[src/rtl/core/cd_read_toc_responder_assert.svh]
// Assertion macros shared by the READ TOC responder RTL.
// Needs nothing; the including module supplies clock, reset and operands.
`ifndef CD_READ_TOC_RESPONDER_ASSERT_SVH
`define CD_READ_TOC_RESPONDER_ASSERT_SVH

// Same-cycle implication, disabled while reset is high.
`define CRT_ASSERT_IMP(label, clk, rst, ante, cons, msg) \
   label: assert property (@(posedge clk) disable iff (rst) (ante) |-> (cons)) \
      else $error(msg);

// Next-cycle implication, disabled while reset is high.
`define CRT_ASSERT_NEXT(label, clk, rst, ante, cons, msg) \
   label: assert property (@(posedge clk) disable iff (rst) (ante) |=> (cons)) \
      else $error(msg);

`endif

[src/rtl/core/crt_pkg.sv]
// Shared types and constants of the READ TOC responder.
// No dependencies; every other RTL file but the assertion header uses this package.
`default_nettype none
package crt_pkg;

   // Field widths of the command, response and register file.
   localparam int TOC_BYTES  = 12;
   localparam int TRACK_W    = 8;
   localparam int ALLOC_W    = 16;
   localparam int BYTE_W     = 8;
   localparam int STATUS_W   = 2;
   localparam int BLOCK_W    = 21;
   localparam int ADDR_W     = BLOCK_W + 1;
   localparam int CSR_IDX_W  = 2;
   localparam int CSR_DATA_W = BLOCK_W;
   localparam int IDX_W      = $clog2(TOC_BYTES);
   localparam int CNT_W      = $clog2(TOC_BYTES + 1);

   // Command queue between front and back.
   localparam int QUEUE_DEPTH = 2;
   localparam int QPTR_W      = $clog2(QUEUE_DEPTH);
   localparam int QCNT_W      = $clog2(QUEUE_DEPTH + 1);

   // Track numbers and table contents.
   localparam logic [TRACK_W-1:0] TRACK_ALL     = 8'h00;
   localparam logic [TRACK_W-1:0] TRACK_DATA    = 8'h01;
   localparam logic [TRACK_W-1:0] TRACK_LEADOUT = 8'hAA;
   localparam logic [BYTE_W-1:0]  TOC_LENGTH    = 8'd10;
   localparam logic [BYTE_W-1:0]  CTRL_DATA     = 8'h14;

   // MSF conversion: 75 frames a second, 60 seconds a minute, 2 second base.
   localparam int FRAMES_PER_SEC = 75;
   localparam int SECS_PER_MIN   = 60;
   localparam int MSF_BASE       = 2 * FRAMES_PER_SEC;

   // Reciprocals for the constant divisions; exact over the address range.
   localparam int DIV75_SHIFT = 29;
   localparam int DIV75_MUL_W = 23;
   localparam logic [DIV75_MUL_W-1:0] DIV75_MUL =
      DIV75_MUL_W'((2 ** DIV75_SHIFT + FRAMES_PER_SEC - 1) / FRAMES_PER_SEC);
   localparam int Q75_W       = 16;
   localparam int DIV60_SHIFT = 21;
   localparam int DIV60_MUL_W = 16;
   localparam logic [DIV60_MUL_W-1:0] DIV60_MUL =
      DIV60_MUL_W'((2 ** DIV60_SHIFT + SECS_PER_MIN - 1) / SECS_PER_MIN);

   // Configuration register indexes.
   typedef enum logic [CSR_IDX_W-1:0] {
      CSR_UNIT_READY   = 2'd0,
      CSR_TRACK_SET_UP = 2'd1,
      CSR_FIRST_BLOCK  = 2'd2,
      CSR_FINAL_BLOCK  = 2'd3
   } csr_index_type;

   // Completion status of a command.
   typedef enum logic [STATUS_W-1:0] {
      ST_GOOD      = 2'd0,
      ST_NOT_READY = 2'd1,
      ST_BAD_FIELD = 2'd2
   } status_type;

   // One classified command as it travels through the queue.
   typedef struct packed {
      status_type         status;
      logic               empty;    // answer is a single item without a byte
      logic               msf;
      logic               leadout;
      logic [CNT_W-1:0]   count;
      logic [ADDR_W-1:0]  value;    // block address, or frame count in MSF form
   } cmd_type;

   // Queue fill status seen by both sides.
   typedef struct packed {
      logic full;
      logic empty;
   } q_stat_type;

   // Back-end status for checking.
   typedef struct packed {
      logic busy;
      logic emit;
      logic last;
      logic msf;
      logic addr_byte;
      logic conv_ready;
   } back_mon_type;

endpackage
`default_nettype wire

[src/rtl/core/crt_channels.sv]
// Handshake channels of the READ TOC responder: command in, response out.
// Depends on crt_pkg for field widths.
`default_nettype none
interface crt_req_if;
   logic                          valid;
   logic                          ready;
   logic                          msf_format;
   logic [crt_pkg::TRACK_W-1:0]   track_requested;
   logic [crt_pkg::ALLOC_W-1:0]   alloc_length;

   modport source (output valid, msf_format, track_requested, alloc_length,
                   input ready);
   modport sink   (input valid, msf_format, track_requested, alloc_length,
                   output ready);
endinterface

interface crt_rsp_if;
   logic                          valid;
   logic                          ready;
   logic [crt_pkg::BYTE_W-1:0]    data_byte;
   logic                          last;
   logic [crt_pkg::STATUS_W-1:0]  status;
   logic                          no_data;

   modport source (output valid, data_byte, last, status, no_data, input ready);
   modport sink   (input valid, data_byte, last, status, no_data, output ready);
endinterface
`default_nettype wire

[src/rtl/core/cd_read_toc_responder.sv]
// Top level of the READ TOC responder: front end, command queue and back end.
// Depends on crt_pkg, crt_channels, crt_front, crt_queue, crt_back and the assertion header.
//
//   Channel  Direction  Beat
//   req_if   in         one READ TOC command (msf_format, track_requested, alloc_length)
//   rsp_if   out        one response byte, or one status item without data
//   csr_*    in         register write, no handshake
//
// A command answers with min(alloc_length, 12) beats, one per cycle while the sink is ready,
// or one beat on error or zero length.
// The byte emitter loads the next queued command in the cycle its last beat leaves,
// and the front end takes a command every cycle while the two-entry queue has room.
// MSF conversion runs in a three-stage pipeline next to the emitter, done before byte 9.
// Synchronous reset: control flops clear to zero, queue and output empty; no clearing pass.
`default_nettype none
`include "cd_read_toc_responder_assert.svh"
module cd_read_toc_responder (
   input  wire logic                           clock,
   input  wire logic                           reset,
   input  wire logic                           csr_we,
   input  wire logic [crt_pkg::CSR_IDX_W-1:0]  csr_index,
   input  wire logic [crt_pkg::CSR_DATA_W-1:0] csr_wdata,
   crt_req_if.sink                             req_if,
   crt_rsp_if.source                           rsp_if
);
   import crt_pkg::*;

   logic          push;
   cmd_type       push_cmd;
   logic          pop;
   cmd_type       head;
   q_stat_type    q_stat;
   back_mon_type  mon;

   // Accept and classify commands.
   crt_front u_front (
      .clock     (clock),
      .reset     (reset),
      .csr_we    (csr_we),
      .csr_index (csr_index),
      .csr_wdata (csr_wdata),
      .req_if    (req_if),
      .q_stat    (q_stat),
      .push      (push),
      .push_cmd  (push_cmd)
   );

   // Decoupling queue.
   crt_queue u_queue (
      .clock    (clock),
      .reset    (reset),
      .push     (push),
      .push_cmd (push_cmd),
      .pop      (pop),
      .head     (head),
      .q_stat   (q_stat)
   );

   // Convert and emit the response beats.
   crt_back u_back (
      .clock  (clock),
      .reset  (reset),
      .head   (head),
      .q_stat (q_stat),
      .pop    (pop),
      .rsp_if (rsp_if),
      .mon    (mon)
   );

   // The emitter never takes a command from an empty queue.
   `CRT_ASSERT_IMP(a_pop_not_empty, clock, reset, pop, !q_stat.empty, "pop from empty queue")
   // MSF address bytes are only emitted after the conversion has settled.
   `CRT_ASSERT_IMP(a_conv_ready, clock, reset, mon.emit && mon.msf && mon.addr_byte, mon.conv_ready, "MSF bytes before conversion done")
   // An error status always travels alone, without data, as the final beat.
   `CRT_ASSERT_IMP(a_err_alone, clock, reset, rsp_if.valid && (rsp_if.status != ST_GOOD), rsp_if.no_data && rsp_if.last, "error beat with data or not last")
   // After the last beat with nothing queued, the emitter goes idle.
   `CRT_ASSERT_NEXT(a_idle_after_last, clock, reset, mon.emit && mon.last && q_stat.empty && !push, !mon.busy, "emitter busy after last beat")

endmodule
`default_nettype wire

[src/rtl/core/crt_front.sv]
// Front end: configuration registers, command acceptance and classification.
// Depends on crt_pkg and the request channel interface.
`default_nettype none
module crt_front (
   input  wire logic                          clock,
   input  wire logic                          reset,
   input  wire logic                          csr_we,
   input  wire logic [crt_pkg::CSR_IDX_W-1:0] csr_index,
   input  wire logic [crt_pkg::CSR_DATA_W-1:0] csr_wdata,
   crt_req_if.sink                            req_if,
   input  wire crt_pkg::q_stat_type           q_stat,
   output logic                               push,
   output crt_pkg::cmd_type                   push_cmd
);
   import crt_pkg::*;

   logic               unit_ready_ff, unit_ready_in;
   logic               track_set_up_ff, track_set_up_in;
   logic [BLOCK_W-1:0] first_block_ff, first_block_in;
   logic [BLOCK_W-1:0] final_block_ff, final_block_in;

   logic                     trk_all, trk_data, trk_lead;
   logic                     bad_track;
   logic [BLOCK_W-1:0]       base;
   logic [ADDR_W-1:0]        offset;

   // Register writes.
   always_comb begin
      unit_ready_in   = unit_ready_ff;
      track_set_up_in = track_set_up_ff;
      first_block_in  = first_block_ff;
      final_block_in  = final_block_ff;
      if (csr_we) begin
         case (csr_index_type'(csr_index))
            CSR_UNIT_READY:   unit_ready_in   = csr_wdata[0];
            CSR_TRACK_SET_UP: track_set_up_in = csr_wdata[0];
            CSR_FIRST_BLOCK:  first_block_in  = csr_wdata;
            CSR_FINAL_BLOCK:  final_block_in  = csr_wdata;
            default: begin
            end
         endcase
      end
   end

   always_ff @(posedge clock) begin
      if (reset) begin
         unit_ready_ff   <= 1'b0;
         track_set_up_ff <= 1'b0;
         first_block_ff  <= '0;
         final_block_ff  <= '0;
      end else begin
         unit_ready_ff   <= unit_ready_in;
         track_set_up_ff <= track_set_up_in;
         first_block_ff  <= first_block_in;
         final_block_ff  <= final_block_in;
      end
   end

   // A command is taken whenever the queue has room.
   assign req_if.ready = !q_stat.full;
   assign push         = req_if.valid && !q_stat.full;

   // Classify the command and pick the reported address.
   always_comb begin
      trk_all   = (req_if.track_requested == TRACK_ALL);
      trk_data  = (req_if.track_requested == TRACK_DATA);
      trk_lead  = (req_if.track_requested == TRACK_LEADOUT);
      bad_track = !(trk_all || trk_data || trk_lead) || (trk_data && !track_set_up_ff);

      push_cmd.leadout = trk_lead && !track_set_up_ff;
      push_cmd.msf     = req_if.msf_format;
      if (!unit_ready_ff) begin
         push_cmd.status = ST_NOT_READY;
      end else if (bad_track) begin
         push_cmd.status = ST_BAD_FIELD;
      end else begin
         push_cmd.status = ST_GOOD;
      end

      if (req_if.alloc_length >= ALLOC_W'(TOC_BYTES)) begin
         push_cmd.count = CNT_W'(TOC_BYTES);
      end else begin
         push_cmd.count = req_if.alloc_length[CNT_W-1:0];
      end
      push_cmd.empty = (push_cmd.status != ST_GOOD) || (req_if.alloc_length == '0);

      // Lead-out reports the block after the track; MSF form adds the base.
      base   = push_cmd.leadout ? final_block_ff : first_block_ff;
      offset = ADDR_W'(push_cmd.leadout) + (req_if.msf_format ? ADDR_W'(MSF_BASE) : '0);
      push_cmd.value = {1'b0, base} + offset;
   end

endmodule
`default_nettype wire

[src/rtl/core/crt_queue.sv]
// Short command queue decoupling the front end from the byte emitter.
// Depends on crt_pkg for the command type and depth.
`default_nettype none
module crt_queue (
   input  wire logic              clock,
   input  wire logic              reset,
   input  wire logic              push,
   input  wire crt_pkg::cmd_type  push_cmd,
   input  wire logic              pop,
   output crt_pkg::cmd_type       head,
   output crt_pkg::q_stat_type    q_stat
);
   import crt_pkg::*;

   cmd_type             entry_ff [QUEUE_DEPTH];
   logic [QPTR_W-1:0]   wr_ptr_ff, wr_ptr_in;
   logic [QPTR_W-1:0]   rd_ptr_ff, rd_ptr_in;
   logic [QCNT_W-1:0]   cnt_ff, cnt_in;

   function automatic logic [QPTR_W-1:0] next_ptr(input logic [QPTR_W-1:0] p);
      if (p == QPTR_W'(QUEUE_DEPTH - 1)) begin
         return '0;
      end
      return p + 1'b1;
   endfunction

   assign q_stat.full  = (cnt_ff == QCNT_W'(QUEUE_DEPTH));
   assign q_stat.empty = (cnt_ff == '0);
   assign head         = entry_ff[rd_ptr_ff];

   // Pointer and fill count update.
   always_comb begin
      wr_ptr_in = push ? next_ptr(wr_ptr_ff) : wr_ptr_ff;
      rd_ptr_in = pop  ? next_ptr(rd_ptr_ff) : rd_ptr_ff;
      cnt_in    = cnt_ff + QCNT_W'(push) - QCNT_W'(pop);
   end

   always_ff @(posedge clock) begin
      if (reset) begin
         wr_ptr_ff <= '0;
         rd_ptr_ff <= '0;
         cnt_ff    <= '0;
      end else begin
         wr_ptr_ff <= wr_ptr_in;
         rd_ptr_ff <= rd_ptr_in;
         cnt_ff    <= cnt_in;
      end
   end

   // Entry storage.
   always_ff @(posedge clock) begin
      if (push) begin
         entry_ff[wr_ptr_ff] <= push_cmd;
      end
   end

endmodule
`default_nettype wire

[src/rtl/core/crt_back.sv]
// Back end: MSF conversion pipeline and the byte emitter with its output register.
// Depends on crt_pkg and the response channel interface.
`default_nettype none
module crt_back (
   input  wire logic                 clock,
   input  wire logic                 reset,
   input  wire crt_pkg::cmd_type     head,
   input  wire crt_pkg::q_stat_type  q_stat,
   output logic                      pop,
   crt_rsp_if.source                 rsp_if,
   output crt_pkg::back_mon_type     mon
);
   import crt_pkg::*;

   // Byte offsets within the table of contents.
   localparam logic [IDX_W-1:0] B_LEN_HI  = 4'd0;
   localparam logic [IDX_W-1:0] B_LEN_LO  = 4'd1;
   localparam logic [IDX_W-1:0] B_FIRST   = 4'd2;
   localparam logic [IDX_W-1:0] B_LAST    = 4'd3;
   localparam logic [IDX_W-1:0] B_RSVD0   = 4'd4;
   localparam logic [IDX_W-1:0] B_CTRL    = 4'd5;
   localparam logic [IDX_W-1:0] B_TRACK   = 4'd6;
   localparam logic [IDX_W-1:0] B_RSVD1   = 4'd7;
   localparam logic [IDX_W-1:0] B_ADDR0   = 4'd8;
   localparam logic [IDX_W-1:0] B_ADDR1   = 4'd9;
   localparam logic [IDX_W-1:0] B_ADDR2   = 4'd10;
   localparam logic [IDX_W-1:0] B_ADDR3   = 4'd11;
   localparam int CONV_STAGES = 3;
   localparam int CONV_W      = $clog2(CONV_STAGES + 1);
   localparam int P1_W        = ADDR_W + DIV75_MUL_W;
   localparam int P2_W        = Q75_W + DIV60_MUL_W;

   cmd_type                 cur_ff, cur_in;
   logic                    busy_ff, busy_in;
   logic [IDX_W-1:0]        idx_ff, idx_in;
   logic [CONV_W-1:0]       conv_ff, conv_in;

   logic [ADDR_W-1:0]       v1_ff;
   logic [P1_W-1:0]         p1_ff;
   logic [Q75_W-1:0]        q75;
   logic [Q75_W-1:0]        q75_ff;
   logic [P2_W-1:0]         p2_ff;
   logic [BYTE_W-1:0]       frm_ff;
   logic [BYTE_W-1:0]       min_ff;
   logic [BYTE_W-1:0]       sec_ff;
   logic [Q75_W-1:0]        min_full;

   logic                    out_valid_ff, out_valid_in;
   logic [BYTE_W-1:0]       out_byte_ff;
   logic                    out_last_ff;
   status_type              out_status_ff;
   logic                    out_nodata_ff;

   logic                    can_emit;
   logic                    is_last;
   logic [BYTE_W-1:0]       toc_byte;

   // Emit when a command is loaded and the output register is free.
   always_comb begin
      can_emit = busy_ff && (!out_valid_ff || rsp_if.ready);
      is_last  = cur_ff.empty || (idx_ff == IDX_W'(cur_ff.count - 1'b1));
      pop      = !q_stat.empty && (!busy_ff || (can_emit && is_last));
   end

   // Command sequencing: load from the queue, step through the bytes.
   always_comb begin
      cur_in  = cur_ff;
      busy_in = busy_ff;
      idx_in  = idx_ff;
      if (pop) begin
         cur_in  = head;
         busy_in = 1'b1;
         idx_in  = '0;
      end else if (can_emit && is_last) begin
         busy_in = 1'b0;
      end else if (can_emit) begin
         idx_in = idx_ff + 1'b1;
      end
   end

   // Conversion stage counter; results are settled once it saturates.
   always_comb begin
      if (pop) begin
         conv_in = '0;
      end else if (conv_ff == CONV_W'(CONV_STAGES)) begin
         conv_in = conv_ff;
      end else begin
         conv_in = conv_ff + 1'b1;
      end
   end

   always_ff @(posedge clock) begin
      if (reset) begin
         busy_ff <= 1'b0;
         idx_ff  <= '0;
         conv_ff <= '0;
      end else begin
         busy_ff <= busy_in;
         idx_ff  <= idx_in;
         conv_ff <= conv_in;
      end
   end

   always_ff @(posedge clock) begin
      cur_ff <= cur_in;
   end

   // Stage 1: frames times the reciprocal of 75.
   // Stage 2: frame within second, and seconds times the reciprocal of 60.
   // Stage 3: minute and second within minute.
   assign q75      = p1_ff[P1_W-1 -: Q75_W];
   assign min_full = Q75_W'(p2_ff[P2_W-1:DIV60_SHIFT]);

   always_ff @(posedge clock) begin
      v1_ff  <= cur_ff.value;
      p1_ff  <= P1_W'(cur_ff.value) * P1_W'(DIV75_MUL);
      q75_ff <= q75;
      frm_ff <= BYTE_W'(v1_ff - ADDR_W'(q75) * ADDR_W'(FRAMES_PER_SEC));
      p2_ff  <= P2_W'(q75) * P2_W'(DIV60_MUL);
      min_ff <= p2_ff[DIV60_SHIFT +: BYTE_W];
      sec_ff <= BYTE_W'(q75_ff - min_full * Q75_W'(SECS_PER_MIN));
   end

   // Table byte at the current offset.
   always_comb begin
      case (idx_ff)
         B_LEN_HI: toc_byte = '0;
         B_LEN_LO: toc_byte = TOC_LENGTH;
         B_FIRST:  toc_byte = TRACK_DATA;
         B_LAST:   toc_byte = TRACK_DATA;
         B_RSVD0:  toc_byte = '0;
         B_CTRL:   toc_byte = CTRL_DATA;
         B_TRACK:  toc_byte = cur_ff.leadout ? TRACK_LEADOUT : TRACK_DATA;
         B_RSVD1:  toc_byte = '0;
         B_ADDR0:  toc_byte = '0;
         B_ADDR1:  toc_byte = cur_ff.msf ? min_ff : '0;
         B_ADDR2:  toc_byte = cur_ff.msf ? sec_ff : cur_ff.value[2*BYTE_W-1:BYTE_W];
         B_ADDR3:  toc_byte = cur_ff.msf ? frm_ff : cur_ff.value[BYTE_W-1:0];
         default:  toc_byte = '0;
      endcase
   end

   // Output register holds a beat until the sink takes it.
   always_comb begin
      out_valid_in = out_valid_ff;
      if (can_emit) begin
         out_valid_in = 1'b1;
      end else if (rsp_if.ready) begin
         out_valid_in = 1'b0;
      end
   end

   always_ff @(posedge clock) begin
      if (reset) begin
         out_valid_ff <= 1'b0;
      end else begin
         out_valid_ff <= out_valid_in;
      end
   end

   always_ff @(posedge clock) begin
      if (can_emit) begin
         out_byte_ff   <= cur_ff.empty ? '0 : toc_byte;
         out_last_ff   <= is_last;
         out_status_ff <= cur_ff.status;
         out_nodata_ff <= cur_ff.empty;
      end
   end

   assign rsp_if.valid     = out_valid_ff;
   assign rsp_if.data_byte = out_byte_ff;
   assign rsp_if.last      = out_last_ff;
   assign rsp_if.status    = out_status_ff;
   assign rsp_if.no_data   = out_nodata_ff;

   // Status for checking.
   always_comb begin
      mon.busy       = busy_ff;
      mon.emit       = can_emit;
      mon.last       = is_last;
      mon.msf        = cur_ff.msf && !cur_ff.empty;
      mon.addr_byte  = (idx_ff >= B_ADDR1);
      mon.conv_ready = (conv_ff == CONV_W'(CONV_STAGES));
   end

endmodule
`default_nettype wire
[src/flat_wrapper.sv]
// flat-port wrapper written by rule: the top's interface ports become plain ports
module cd_read_toc_responder_flat import crt_pkg::*;
  (clock, reset, csr_we, csr_index, csr_wdata, req_if_valid, req_if_msf_format, req_if_track_requested, req_if_alloc_length, req_if_ready, rsp_if_valid, rsp_if_data_byte, rsp_if_last, rsp_if_status, rsp_if_no_data, rsp_if_ready);
  crt_req_if req_if_i ();
  crt_rsp_if rsp_if_i ();
  input  wire logic clock;
  input  wire logic reset;
  input  wire logic csr_we;
  input  wire logic [crt_pkg::CSR_IDX_W-1:0] csr_index;
  input  wire logic [crt_pkg::CSR_DATA_W-1:0] csr_wdata;
  input wire logic [$bits(req_if_i.valid)-1:0] req_if_valid;
  input wire logic [$bits(req_if_i.msf_format)-1:0] req_if_msf_format;
  input wire logic [$bits(req_if_i.track_requested)-1:0] req_if_track_requested;
  input wire logic [$bits(req_if_i.alloc_length)-1:0] req_if_alloc_length;
  output wire logic [$bits(req_if_i.ready)-1:0] req_if_ready;
  output wire logic [$bits(rsp_if_i.valid)-1:0] rsp_if_valid;
  output wire logic [$bits(rsp_if_i.data_byte)-1:0] rsp_if_data_byte;
  output wire logic [$bits(rsp_if_i.last)-1:0] rsp_if_last;
  output wire logic [$bits(rsp_if_i.status)-1:0] rsp_if_status;
  output wire logic [$bits(rsp_if_i.no_data)-1:0] rsp_if_no_data;
  input wire logic [$bits(rsp_if_i.ready)-1:0] rsp_if_ready;
  assign req_if_i.valid = req_if_valid;
  assign req_if_i.msf_format = req_if_msf_format;
  assign req_if_i.track_requested = req_if_track_requested;
  assign req_if_i.alloc_length = req_if_alloc_length;
  assign req_if_ready = req_if_i.ready;
  assign rsp_if_valid = rsp_if_i.valid;
  assign rsp_if_data_byte = rsp_if_i.data_byte;
  assign rsp_if_last = rsp_if_i.last;
  assign rsp_if_status = rsp_if_i.status;
  assign rsp_if_no_data = rsp_if_i.no_data;
  assign rsp_if_i.ready = rsp_if_ready;
  cd_read_toc_responder u_core (.clock(clock), .reset(reset), .csr_we(csr_we), .csr_index(csr_index), .csr_wdata(csr_wdata), .req_if(req_if_i), .rsp_if(rsp_if_i));
endmodule
[config.mk]
export PLATFORM = sky130hd
export DESIGN_NAME = cd_read_toc_responder_flat
export DESIGN_NICKNAME = d
export VERILOG_FILES = /design/src/rtl/core/crt_pkg.sv /design/src/rtl/core/crt_channels.sv /design/src/rtl/core/cd_read_toc_responder.sv /design/src/rtl/core/crt_front.sv /design/src/rtl/core/crt_queue.sv /design/src/rtl/core/crt_back.sv /design/src/flat_wrapper.sv
export VERILOG_INCLUDE_DIRS = /design/src /design/src/rtl/core
export SDC_FILE = /design/constraint.sdc
export NUM_CORES = 1
export LEC_CHECK = 0
export ABC_AREA = 1
export BUFFER_PORTS_ARGS = -buffer_cell sky130_fd_sc_hd__buf_2
export CAP_MARGIN = 20
export CORE_AREA = 2 2 203 205
export DETAILED_ROUTE_END_ITERATION = 10
export DIE_AREA = 0 0 205 207
export GPL_ROUTABILITY_DRIVEN = 0
export PLACE_DENSITY = 0.76
export SETUP_SLACK_MARGIN = 0.3
export SLEW_MARGIN = 0
export SYNTH_ARGS = -nofsm -noshare
export SYNTH_HDL_FRONTEND = slang
export SYNTH_SLANG_ARGS = --single-unit
[constraint.sdc]
create_clock -name clock -period 7.5 [get_ports clock]
set_clock_uncertainty 0.05 [all_clocks]
set_input_delay 1.5 -clock clock [delete_from_list [all_inputs] [get_ports clock]]
set_output_delay 1.5 -clock clock [all_outputs]
set_load 0.005 [all_outputs]
==> flow_metrics.tcl <==
set metrics [dict create \
    status "finished clean" \
    nNetsFinal 3139 \
    synth_top_area_share 0.2073 \
    slowest_delay_ns 0.57 \
    cp-end-kind "flop" \
    syn_nets 3069 \
    yosys-top-cells-count "inv_1 (548), ha_1 (362), nand2_1 (348)" \
    yosys.area.top_type "ha_1" \
    cts_buffers 23 \
    yosysMostFrequentCell "inv_1" \
    clockBufferDepth 3 \
    worstPathCellList "inv_1, ha_1, fa_1, fa_1, inv_1, fa_1, fa_1, fa_1, inv_1, fa_1, inv_1, ha_1, nand2_1, nor2_1, inv_1, nor2_1, nand2_1, o21ai_0, nand2_1, nand3_1, nand2_1" \
    gr-usage-met2 0.4414 \
    htreeDepth 1 \
    grt_max_degree 46 \
    drt-total-wl_mm 53.31 \
    clock_latency_ns 0.54 \
    hold_class "reg2reg" \
    via_per_inst 5.387 \
    drc 0 \
    cp_num_buf_inv 5 \
    min_period_ns 6.270 \
    grt_pass1_vias 17210 \
    arrival_ns 6.66 \
    hold_buffers 0 \
    fin_crit_sh 0.8360 \
    die-width_um 205 \
    synth_area_sq_um 21850 \
    use_met1 0.3187 \
    slew_viol_final 0 \
    wl_per_cell_um 17.36 \
    worstPathRequired_ns 7.89 \
    postCtsSetupBuffers 0 \
    antenna_found_initial 0 \
    setup_violations 0 \
    cpLargestDelayFamily "adder cells" \
    die_h_um 207 \
    cts_sinks 223 \
    drt-pass1-iter-count 6 \
    drive_above_1_share 0.07601 \
    ys_seq_area_frac 0.2524 \
    dp_hpwl_mm 44.98 \
    grtUsageMet3 0.03744 \
    ant_nets 0 \
    syn_inst 2452 \
    ios 67 \
    dp_slack_ns 1.333 \
    core_sq_um 40370 \
    synth_edf_count 105 \
    busiest_layer "met2" \
    antenna_cells 0 \
    worstSetupPathType "reg2reg" \
    cts_resized 0 \
    drv_cap 0 \
    placedCellCount 3028 \
    setup_tns_ns 0 \
    rows 74 \
    vias 16540 \
    critPathLaunchType "flop" \
    cts_tree "done" \
    final_core_util 0.5840 \
    slew-limit-headroom 0.3268 \
    synth-seq-cells 223 \
    tightest_slew_ns 1.009 \
    grt_use_total 0.2591 \
    instances_no_fill 3071 \
    ys_types 47 \
    crit_fanout 7 \
    die_area_sq_um 42440 \
    start_util 0.5412 \
    setup_slack_ns 1.230 \
    synthToLayoutAreaGrowth_pct 7.904 \
    placement.io_buffers 66 \
    fmax_ghz 0.1595 \
    hold_violations 0 \
    slowest_stage "edfxtp_1" \
    yosys_warnings 0 \
    overflow 0 \
    synthArstFlopShare 0 \
    clk_pin_slew_worst_paths_ns 0.06 \
    grt_pass1_wl_mm 87.46 \
    yosys_most_used_dff "dfxtp_1" \
    grt_setup_unrepaired "false" \
    synth_area_leaders "ha_1 (21%), fa_1 (19%), edfxtp_1 (14%), dfxtp_1 (11%), inv_1 (9.4%)" \
    drt_iter0_markers 1126 \
    syn_area_per_cell_sq_um 8.910 \
    cpMostUsedCell "fa_1" \
    cts_root_buffer "clkbuf_16" \
]
registers in the layout, summed over array words and instances (netlist names), 2 cells and up:
signal / cells
u_core.u_back.rsp_if.status: 2
u_core.u_queue.cnt_ff: 2
u_core.u_back.rsp_if.data_byte: 8
u_core.u_back.min_ff: 8
u_core.u_queue.entry_ff: 62
u_core.u_back.frm_ff: 8
u_core.u_back.sec_ff: 8
u_core.u_back.v1_ff: 7
u_core.u_front.first_block_ff: 21
u_core.u_back.q75_ff: 5
u_core.u_back.idx_ff: 4
u_core.u_back.p1_ff: 17
u_core.u_front.final_block_ff: 21
u_core.u_back.cur_ff: 31
u_core.u_back.p2_ff: 11
layout make-up:
| class | instances | area, sq um |
|---|---|---|
| clock buffer | 29 | 608.1 |
| inverter | 553 | 2076 |
| clock inverter | 13 | 180.2 |
| timing repair buffer | 72 | 395.4 |
| sequential | 223 | 5515 |
| fill | 3468 | 16790 |
| multi-input combinational | 1649 | 14130 |
| tap | 532 | 665.6 |
worst register-to-register path, cell delays in order, from the launching register on:
cell      delay (ns)
edfxtp_1        0.57
inv_1           0.20
ha_1            0.37
fa_1            0.49
fa_1            0.50
inv_1           0.06
fa_1            0.54
fa_1            0.45
fa_1            0.54
inv_1           0.05
fa_1            0.49
inv_1           0.04
ha_1            0.32
nand2_1         0.11
nor2_1          0.16
inv_1           0.10
nor2_1          0.15
nand2_1         0.08
o21ai_0         0.49
nand2_1         0.21
nand3_1         0.12
nand2_1         0.06
cell families after synthesis:
group           after synthesis  share of synthesized area
compound gates              302                    0.07497
xor+xnor                     63                    0.02526
fa+ha+maj                   564                     0.3924
buf+inv                     580                     0.1009
flops                       223                     0.2524
mux                          33                    0.01689
simple gates                687                     0.1372
placed cells by master, fill, tap and decap left out, types with 3 or more instances in the layout:
cell	n
nor3_1	20
nand2_4	9
nor2_1	151
nand3b_1	4
dfxtp_1	118
inv_1	548
nand4_1	16
a211oi_1	3
inv_2	5
o21bai_1	9
bufinv_16	3
a21o_1	9
o21ai_0	104
nor2_4	5
o21a_1	5
o22ai_1	8
xnor2_1	18
nor4_1	6
clkbuf_16	23
a21oi_1	141
ha_1	362
a21boi_0	3
clkbuf_1	5
nand2_1	348
and2_1	3
or2_2	5
mux2_2	31
nor2_2	13
nand3_1	90
nand2_2	14
a31oi_1	7
edfxtp_1	105
xor2_1	45
buf_2	66
fa_1	202
buf_4	5
o211ai_1	6
worst paths after layout:
kind | depth (start not counted) | endpoint | slack, ns | start
max | 21 | u_core.u_back.p1_ff[38] | 1.23 | u_core.u_back.cur_ff[2]
max reg2reg | 21 | u_core.u_back.p1_ff[38] | 1.23 | u_core.u_back.cur_ff[2]
min reg2reg | 0 | u_core.u_back.sec_ff[1] | 0.28 | u_core.u_back.p2_ff[1]
min | 0 | u_core.u_back.sec_ff[1] | 0.28 | u_core.u_back.p2_ff[1]
through the flow:
step,instance area [sq um],hold WS (ns)
2_1_floorplan,21850,0.2596
3_3_place_gp,22760,0.2623
3_5_place_dp,22760,0.2621
4_1_cts,23550,0.2823
5_1_grt,23570,0.2839
6_report,23570,0.2791
per-layer routing:
layer  up-vias  share of wire
met4         0          0.061
met1      7805           0.41
met5         -              0
li1       7959              -
met3       192          0.058
met2       587           0.47
Power is left out: the tool's default activity adds up to more than one toggle a clock period on the data nets, which glitch-free logic cannot reach.
